`config.mk`:
```
export PLATFORM = sky130hd
export DESIGN_NAME = pres_round
export DESIGN_NICKNAME = d
export VERILOG_FILES = /design/src/rtl/pres_pkg.sv /design/src/rtl/pres_round.sv
export SDC_FILE = /design/constraint.sdc
export NUM_CORES = 1
export LEC_CHECK = 0
export BUFFER_PORTS_ARGS = -buffer_cell sky130_fd_sc_hd__buf_4
export CORE_ASPECT_RATIO = 0.75
export CORE_MARGIN = 2
export CORE_UTILIZATION = 30
export CTS_CLUSTER_DIAMETER = 150
export DETAILED_ROUTE_END_ITERATION = 16
export HOLD_SLACK_MARGIN = 0.03
export MAX_ROUTING_LAYER = met4
export PLACE_DENSITY = 0.54
export SLEW_MARGIN = 20
export SYNTH_ARGS = -nofsm -noshare
export SYNTH_HDL_FRONTEND = slang
export SYNTH_SLANG_ARGS = --single-unit
```
`constraint.sdc`:
```
create_clock -name clock -period 2.45 [get_ports clock]
set_input_delay 0.735 -clock clock [delete_from_list [all_inputs] [get_ports clock]]
set_output_delay 0.735 -clock clock [all_outputs]
set_load 0.05 [all_outputs]
```
`src/rtl/pres_pkg.sv`:
```
`timescale 1ns / 1ps
// Shared types, constants and functions of the PRESENT-128 encryption pipeline.
// No dependencies; used by pres_round and present128_block_encrypt.
package pres_pkg;

   localparam int BLOCK_W   = 64;
   localparam int KEY_W     = 128;
   localparam int COUNTER_W = 5;
   localparam int CSR_IDX_W = 1;

   // Register indexes of the configuration port.
   localparam logic [CSR_IDX_W-1:0] REG_KEY_HIGH = 1'd0;
   localparam logic [CSR_IDX_W-1:0] REG_KEY_LOW  = 1'd1;

   localparam logic [63:0] KEY_HIGH_RESET = 64'h0123_4567_89ab_cdef;
   localparam logic [63:0] KEY_LOW_RESET  = 64'h0123_4567_89ab_cdef;

   // S-box, entry n at SBOX[n].
   localparam logic [15:0][3:0] SBOX = {
      4'h2, 4'h1, 4'h7, 4'h4, 4'h8, 4'hf, 4'he, 4'h3,
      4'hd, 4'ha, 4'h0, 4'h9, 4'hb, 4'h6, 4'h5, 4'hc
   };

   // One beat travelling down the round pipeline.
   typedef struct packed {
      logic               valid;
      logic [BLOCK_W-1:0] state;
      logic [KEY_W-1:0]   key;
   } pres_stage_type;

   function automatic logic [BLOCK_W-1:0] sub_nibbles(input logic [BLOCK_W-1:0] x);
      logic [BLOCK_W-1:0] y;
      y = '0;
      for (int n = 0; n < BLOCK_W / 4; n++) begin
         y[4*n +: 4] = SBOX[x[4*n +: 4]];
      end
      return y;
   endfunction

   // Bit i moves to bit 16*i mod 63; bit 63 stays in place.
   function automatic logic [BLOCK_W-1:0] permute_bits(input logic [BLOCK_W-1:0] x);
      logic [BLOCK_W-1:0] y;
      y = '0;
      for (int b = 0; b < BLOCK_W - 1; b++) begin
         y[(16 * b) % 63] = x[b];
      end
      y[BLOCK_W-1] = x[BLOCK_W-1];
      return y;
   endfunction

   // Key register update: rotate left by 61, S-box on the top two nibbles,
   // round counter into bits 66..62.
   function automatic logic [KEY_W-1:0] next_key(input logic [KEY_W-1:0] k,
                                                 input logic [COUNTER_W-1:0] counter);
      logic [KEY_W-1:0] r;
      r = {k[66:0], k[127:67]};
      r[127:124] = SBOX[r[127:124]];
      r[123:120] = SBOX[r[123:120]];
      r[66:62]   = r[66:62] ^ counter;
      return r;
   endfunction

endpackage

```
`src/rtl/pres_round.sv`:
```
`timescale 1ns / 1ps
// One registered round of the PRESENT-128 pipeline: round key XOR, S-box layer,
// bit permutation and key update. Depends on pres_pkg.
module pres_round
   import pres_pkg::*;
#(
   parameter int ROUND_INDEX = 1
) (
   input  logic           clock,
   input  logic           reset,
   input  pres_stage_type stage_in,
   output pres_stage_type stage_out
);

   logic               valid_ff;
   logic [BLOCK_W-1:0] state_ff;
   logic [BLOCK_W-1:0] state_in;
   logic [KEY_W-1:0]   key_ff;
   logic [KEY_W-1:0]   key_in;

   always_comb begin
      state_in = permute_bits(sub_nibbles(stage_in.state ^ stage_in.key[KEY_W-1 -: BLOCK_W]));
      key_in   = next_key(stage_in.key, COUNTER_W'(ROUND_INDEX));
   end

   always_ff @(posedge clock) begin
      if (reset) begin
         valid_ff <= 1'b0;
      end else begin
         valid_ff <= stage_in.valid;
      end
   end

   always_ff @(posedge clock) begin
      state_ff <= state_in;
      key_ff   <= key_in;
   end

   assign stage_out.valid = valid_ff;
   assign stage_out.state = state_ff;
   assign stage_out.key   = key_ff;

endmodule

```
Yosys cells after proc, flatten, opt, wreduce, memory -nomap -nowiden
Memory sizes are Yosys's and may differ from the RTL's. A register that Yosys moved wholly into a read port is not among the register bits.
Index checks and enable logic that the tools add are counted.
W data, S select, Z words.
{ "word_totals": {"regBits": 129, "romBits": 1152, "input_bits": 195, "output_inout_bits": 193, "wordCells": 26, "mem_count": 18} }
{ "classes": {"magnitude_cmp": 2, "mux": 2, "bitwise_logic": 2} }
{ "memory_table": {"columns": ["name", "words", "width", "rd", "rd_ports_with_merged_regs", "write_ports", "line_no", "rtl"], "rows": [
  ["(no name shown)", 16, 4, 1, 1, 0, "pres_pkg.sv:58", "r[123:120] = SBOX[r[123:120]];"],
  ["(no name shown)", 16, 4, 1, 1, 0, "pres_pkg.sv:57", "r[127:124] = SBOX[r[127:124]];"],
  ["(no name shown)", 16, 4, 1, 1, 0, "pres_pkg.sv:35", "y[4*n +: 4] = SBOX[x[4*n +: 4]];"],
  ["(no name shown)", 16, 4, 1, 1, 0, "pres_pkg.sv:35", null],
  ["(no name shown)", 16, 4, 1, 1, 0, "pres_pkg.sv:35", null],
  ["(no name shown)", 16, 4, 1, 1, 0, "pres_pkg.sv:35", null],
  ["+12 memories", null, null, null, null, null, null, null]
]} }
{ "op_table": {"columns": ["operator", "count"], "rows": [
  ["$xor A64 B64 Y64", 1],
  ["$lt A4 B5 Y1 const B", 2],
  ["$mux W4", 2],
  ["$not A1 Y1", 1]
]} }

Longest topological paths before layout
Gate-level depths: netlist (run 1).
{ "logic_depth": {"word_depth": 2, "depth_mapped": 6, "mapped_depth_nobuf": 5} }

Worst setup path after synthesis (run 1)
OpenSTA, ideal clock, no wires.
{ "synth_path": {"path_kind": "input port to flip-flop", "start": "input stage_in[65] (netlist bit)", "end": "register state_ff[32]", "setup_time_ns": 0.134, "arrival_time_ns": 1.875, "required_time_ns": 2.316, "path_slack_ns": 0.441, "path_stages": 5, "path_buffers": 1, "cell_sequence": "buf_2 xnor2_2 inv_2 ha_1 mux4_2"} }
{ "synth_via": {"elab_chain_cells": 1} }
{ "synth_rtl": {"columns": ["item", "line_no", "rtl"], "rows": [
  ["start: declaration", "pres_round.sv:11", "input pres_stage_type stage_in,"],
  ["$xor A64 B64 Y64", "pres_round.sv:22", "state_in = permute_bits(sub_nibbles(stage_in.state ^ stage_in.key[KEY_W-1 -: BLOCK_W]));"],
  ["end: declaration", "pres_round.sv:16", "logic [BLOCK_W-1:0] state_ff;"]
]} }
Every way passes these cells.
A chain may end at the register's enable or synchronous reset.

Final worst setup path (run 1)
{ "layout_path": {"start": "input stage_in[100] (netlist bit)", "end": "register state_ff[41]"} }
Same word-level chain as after synthesis.

==> impl_metrics.csv, run 1 <==
group,metric,value,unit
route,via_count,5419,
flow_run,drv_cap,0,
layout,fin_cells,1324,
synth,synthXorXnorAreaFrac,13.1,%
floorplan,ios,388,
worst_setup_path,crit_slowest_cell,"xor2_1",
sta,hold_viol_final,0,
synth,yosysTopAreaCellShare,52.5,%
sta,rsz0062_at_grt,"false",
synth,synthMuxAreaShare,13.3,%
synth,synth-simple-area-share,2.06,%
global_route,antenna_found_initial,0,
route,vias_per_cell,4.09,
sta,slew_viol_final,0,
global_route,grt_pass1_wl,29600,um
status,outcome,"complete, no violations",
route,drtIter0Drc,134,
cts,postCtsResizedCells,0,
cts,clockRootBuffer,"clkbuf_16",
synth,syn_inst,559,
route,routedWlPerCell,15.0,um
sta,finalSetupViolations,0,
synth,yosysUniqueCellTypes,30,
layout,fin_nets,1233,
global_route,overflow,0,
cts,clockBufferDepth,2,
hold_path,min_from,"stage_in[23]",
synth,synth_enable_flop_cells,0,
route,ant_nets,0,
sta,worstMarginPinSlew,605,ps
worst_setup_path,cp.arrival,2160,ps
worst_setup_path,max_stage_delay,500,ps
cts,cts_tree,"yes",
placement,dpl.hpwl,16200,um
synth,synth_fa_ha_area_share,9.86,%
power,power,9.68,mW
synth,yosysTopAreaCell,"dfxtp_1",
synth,synth_area_leaders,"dfxtp_1, ha_1, mux2i_1",
hold_path,hp-class,"primary input to flop",
cts,path_clk_slew,80,ps
synth,synth_top_family_by_area,"multiplexers",
floorplan,die_area,25800,um^2
placement,place.gp.congestion,0.810,
sta,final.setup.worst_slack,604,ps
floorplan,core,24000,um^2
synth,synth_seq_cells,193,
sta,setup_tns,0,ps
route,dr.pass1.iters,4,
floorplan,rows,49,
synth,syn_nets,812,
global_route,grt_usage,15.5,%
worst_setup_path,endpoint_kind,"flop",
power,power_density,851,nW/um^2
synth,synth_top_flop_cell,"dfxtp_1",
worst_setup_path,start_kind,"primary input",
layout,layout-drive-gt1-share,49.3,%
worst_setup_path,worstPathMaxFanout,5,
cts,htreeDepth,4,
synth,synth_common_cells,"dfxtp_1, inv_1, ha_1",
global_route,grt_start_max_net_pins,18,
sta,fmax,542,MHz
power,p_leak,5.49,nW
sta,min_period_over_period,75.3,%
route,drc_errors,0,
placement,placed_cells,1292,
synth,synth_most_common_cell,"dfxtp_1",
synth,synthArstFlopShare,0,%
worst_setup_path,path_cells,"buf_4, xor2_1, ha_1, mux4_2",
worst_setup_path,required,2760,ps
power,vdd_drop_max,0.000446,V
layout,area_delta_synth_final,54.5,%
cts,numClockSinks,193,
sta,period_needed,1850,ps
sta,max_slew_margin,59.5,%
layout,diodes,0,
synth,syn_area,7360,um^2
floorplan,die_w,185,um
cts,cts_buffers,17,
hold_path,hold_depth,1,
synth,yosysSeqAreaShare,52.5,%
floorplan,die_y,140,um
synth,ys_warn_count,0,
synth,synth_compound_area_share,5.52,%
worst_setup_path,path_class,"primary input to flop",
layout,final_util,47.3,%
placement,portBuffers,387,
cts,cts_hold_buf,0,
synth,syn_avg_cell_area,13.2,um^2
floorplan,initial_core_util,30.6,%
global_route,grt_pass1_vias,5401,
route,routed_wl,19900,um
cts,postCtsSetupRepairBufs,0,
hold_path,min_to,"key_ff[84]$_DFF_P_",
placement,place_ws,173,ps
==> how the worst max path moves through the flow <==
| stage | start | endpoint | depth (start not counted) |
|---|---|---|---|
| after global routing | stage_in[105] | state_ff[42]$_DFF_P_ | 5 |
| after global placement | stage_in[105] | state_ff[42]$_DFF_P_ | 5 |
| after detailed placement | stage_in[105] | state_ff[42]$_DFF_P_ | 5 |
| final | stage_in[100] | state_ff[41]$_DFF_P_ | 4 |
| after floorplan | stage_in[65] | state_ff[32]$_DFF_P_ | 5 |
| after CTS | stage_in[105] | state_ff[42]$_DFF_P_ | 5 |
==> cell families after synthesis <==
group | count (synthesis)
xor+xnor | 84
compound gates | 55
fa+ha+maj | 58
buf+inv | 71
flops | 193
simple gates | 29
mux | 69
==> final cells by class <==
cell class,instances,area (um^2)
repair buffers,406,3050
well taps,331,414
clock inverters,12,126
flip-flops and latches,193,3860
fillers,2265,12700
multi-input cells,295,3220
clock buffers,20,447
inverters,67,251
==> routing by layer <==
layer | global-route usage, % | wire, um
met1 | 18.6 | 8510
met2 | 24.7 | 9430
met3 | 5.68 | 1720
met4 | 3.97 | 223
met5 | - | 0
==> worst max-delay path: cells and delay by family <==
kind / cells / cell delay (ps)
buffers and inverters: 1 / 120
adder cells (fa/ha/maj): 1 / 350
multiplexers: 1 / 460
XOR/XNOR: 1 / 500
==> through the flow <==
step	cell area [um^2]	hold slack, ps
after floorplan	7360	763
after global placement	10800	839
after detailed placement	10800	841
after CTS	11400	368
after global routing	11400	365
final	11400	396
==> registers in the layout (all words and copies together) (netlist names) <==
name	flops
state_ff	64
key_ff	128
valid_ff	1
==> cells in the final DEF (no fill, tap or decap) <==
cell type and count:
o21ai_0 24, o221a_1 14, xnor2_2 15, clkbuf_16 17, nand2_1 4, a311oi_1 1
clkinv_4 2, nor2b_1 1, nor3b_1 2, mux4_1 2, nand3_1 14, inv_8 2
nor3_1 2, bufinv_16 1, clkbuf_8 1, a211oi_1 1, o21a_1 4, mux2_1 1
xor2_2 15, clkbuf_1 2, clkinvlp_4 4, o211ai_1 11, inv_2 3, and3_1 2
mux4_2 20, mux2_4 1, xor2_1 17, inv_6 3, mux2i_1 45, xnor2_1 37
ha_1 58, dfxtp_1 193, buf_4 406, inv_1 64, nor2_1 1, or3_1 3
==> power breakdown <==
| group | internal, mW | leakage, nW | total [mW] | switching, mW |
|---|---|---|---|---|
| registers | 3.51 | 1.63 | 3.62 | 0.106 |
| clock network | 1.46 | 0.268 | 2.76 | 1.30 |
| logic | 1.19 | 3.59 | 3.30 | 2.12 |
(Power assumes the default switching activity.)
==> inputs of run 2 (changes only) <==
--- a/config.mk
+++ b/config.mk
@@ -13,7 +13,7 @@
 export DETAILED_ROUTE_END_ITERATION = 16
 export HOLD_SLACK_MARGIN = 0.03
 export MAX_ROUTING_LAYER = met4
-export PLACE_DENSITY = 0.54
+export PLACE_DENSITY = 0.56
 export SLEW_MARGIN = 20
 export SYNTH_ARGS = -nofsm -noshare
 export SYNTH_HDL_FRONTEND = slang
==> constraint.sdc (replaced) <==
create_clock -name clock -period 1.62 [get_ports clock]
set_input_delay 0.486 -clock clock [delete_from_list [all_inputs] [get_ports clock]]
set_output_delay 0.486 -clock clock [all_outputs]
set_load 0.05 [all_outputs]
==> run 2 against run 1 <==
Net effect:
- sequential power grew 51%
- die area is the same
- count of clock-buffer cells in the layout shrank 1
- core utilization grew 3.4 points
- routed wire length shrank 0.70%
- clock power grew 49%
- flip-flop and latch count is the same
- critical endpoint is now stage_out[162]
- largest power group unchanged
- highest routed layer unchanged
==> impl_metrics.csv, run 2 (same netlist as run 1, synthesis figures left out) <==
group,metric,value,unit
flow_run,drv_cap,0,
power,p_leak,5.97,nW
sta,max_slew_margin,73.1,%
sta,fmax,675,MHz
layout,fin_nets,1311,
cts,cts_hold_buf,0,
placement,portBuffers,387,
layout,diodes,0,
cts,cts_buffers,17,
cts,postCtsResizedCells,0,
floorplan,die_area,25800,um^2
cts,clockRootBuffer,"clkbuf_16",
layout,layout-drive-gt1-share,56.0,%
placement,dpl.hpwl,16400,um
layout,final_cell_mix,"buf_4, dfxtp_1, inv_1, ha_1, mux2i_1",
cts,clockBufferDepth,2,
cts,path_clk_slew,80,ps
cts,cts_tree,"yes",
layout,post-route-cell-area,12200,um^2
route,drc_errors,0,
worst_setup_path,cp.arrival,990,ps
sta,rsz0062_at_grt,"false",
floorplan,die_w,185,um
worst_setup_path,cp_top_family,"flip-flops",
worst_setup_path,max_stage_delay,350,ps
worst_setup_path,worstPathMaxFanout,1,
global_route,overflow,0,
floorplan,ios,388,
worst_setup_path,start_kind,"flop",
cts,htreeDepth,4,
placement,place.gp.congestion,0.797,
worst_setup_path,crit_start,"state_ff[34]$_DFF_P_",
sta,slew_viol_final,0,
power,power_density,1220,nW/um^2
cts,postCtsSetupRepairBufs,0,
status,outcome,"complete, no violations",
worst_setup_path,endpoint_kind,"output pin",
floorplan,initial_core_util,30.6,%
worst_setup_path,path_class,"flop to output pin",
placement,dpl_cell_area,11600,um^2
floorplan,rows,49,
route,routed_wl,19700,um
layout,area_delta_synth_final,65.7,%
worst_setup_path,path_cells,"buf_4",
route,dr.pass1.iters,4,
route,routedWlPerCell,14.1,um
layout,top_register,"key_ff",
sta,min_period_over_period,91.4,%
sta,hold_viol_final,0,
sta,worstMarginPinSlew,402,ps
layout,reg_top3,"key_ff x128, state_ff x64, valid_ff x1",
layout,largest_register_ffs,128,
worst_setup_path,crit_slowest_cell,"dfxtp_1",
global_route,grt_usage,15.7,%
layout,final_common_cell,"buf_4",
route,via_count,5706,
global_route,grt_pass1_vias,5913,
sta,finalSetupViolations,0,
placement,placed_cells,1370,
global_route,antenna_found_initial,0,
power,vdd_drop_max,0.000690,V
cts,numClockSinks,193,
global_route,grt_start_max_net_pins,19,
hold_path,hp-class,"primary input to flop",
layout,fin_cells,1402,
worst_setup_path,critical_path_buf_inv_count,1,
route,ant_nets,0,
hold_path,min_from,"stage_in[30]",
floorplan,die_y,140,um
sta,period_needed,1480,ps
route,vias_per_cell,4.07,
global_route,grt_pass1_wl,30000,um
worst_setup_path,required,1130,ps
route,drtIter0Drc,133,
floorplan,core,24000,um^2
## run 2: final cells by class
class / instances / area, um^2
Fill cell: 2197 / 11800
Sequential cell: 193 / 3860
Timing Repair Buffer: 484 / 3630
Multi-Input combinational cell: 295 / 3470
Clock buffer: 19 / 453
Tap cell: 331 / 414
Inverter: 67 / 251
Clock inverter: 13 / 115
## run 2: worst paths after layout
path,endpoint,slack [ps],cells after the start
worst min-delay path,key_ff[91]$_DFF_P_,150,1
worst max-delay path,stage_out[162],140,1
## run 2: report_power, final
group	internal [mW]	switching, mW	total, mW
Combinational	2.08	3.27	5.35
Sequential	5.31	0.163	5.48
Clock	2.11	2.00	4.11
## run 2: per-stage QoR
| stage | worst slack, ps | power (mW) | hold slack [ps] | utilization (%) | TNS (ps) |
|---|---|---|---|---|---|
| floorplan | -21.0 | 8.85 | 514 | - | -21.0 |
| global placement | -191 | 11.0 | 590 | 48.4 | -2850 |
| detailed placement | -240 | 11.0 | 592 | 48.4 | -3200 |
| CTS | 108 | 15.2 | 119 | 50.8 | 0 |
| global route | 88.6 | 15.7 | 117 | 50.8 | 0 |
| finish | 140 | 14.9 | 149 | 50.8 | 0 |
## run 2: layer usage
| metal | up-vias | share of wire [%] | GRT usage [%] |
|---|---|---|---|
| li1 | 2879 | - | - |
| met1 | 2596 | 42 | 18.1 |
| met2 | 217 | 48 | 25.6 |
| met3 | 14 | 8.3 | 5.44 |
| met4 | 0 | 1.4 | 4.59 |
| met5 | - | 0 | - |
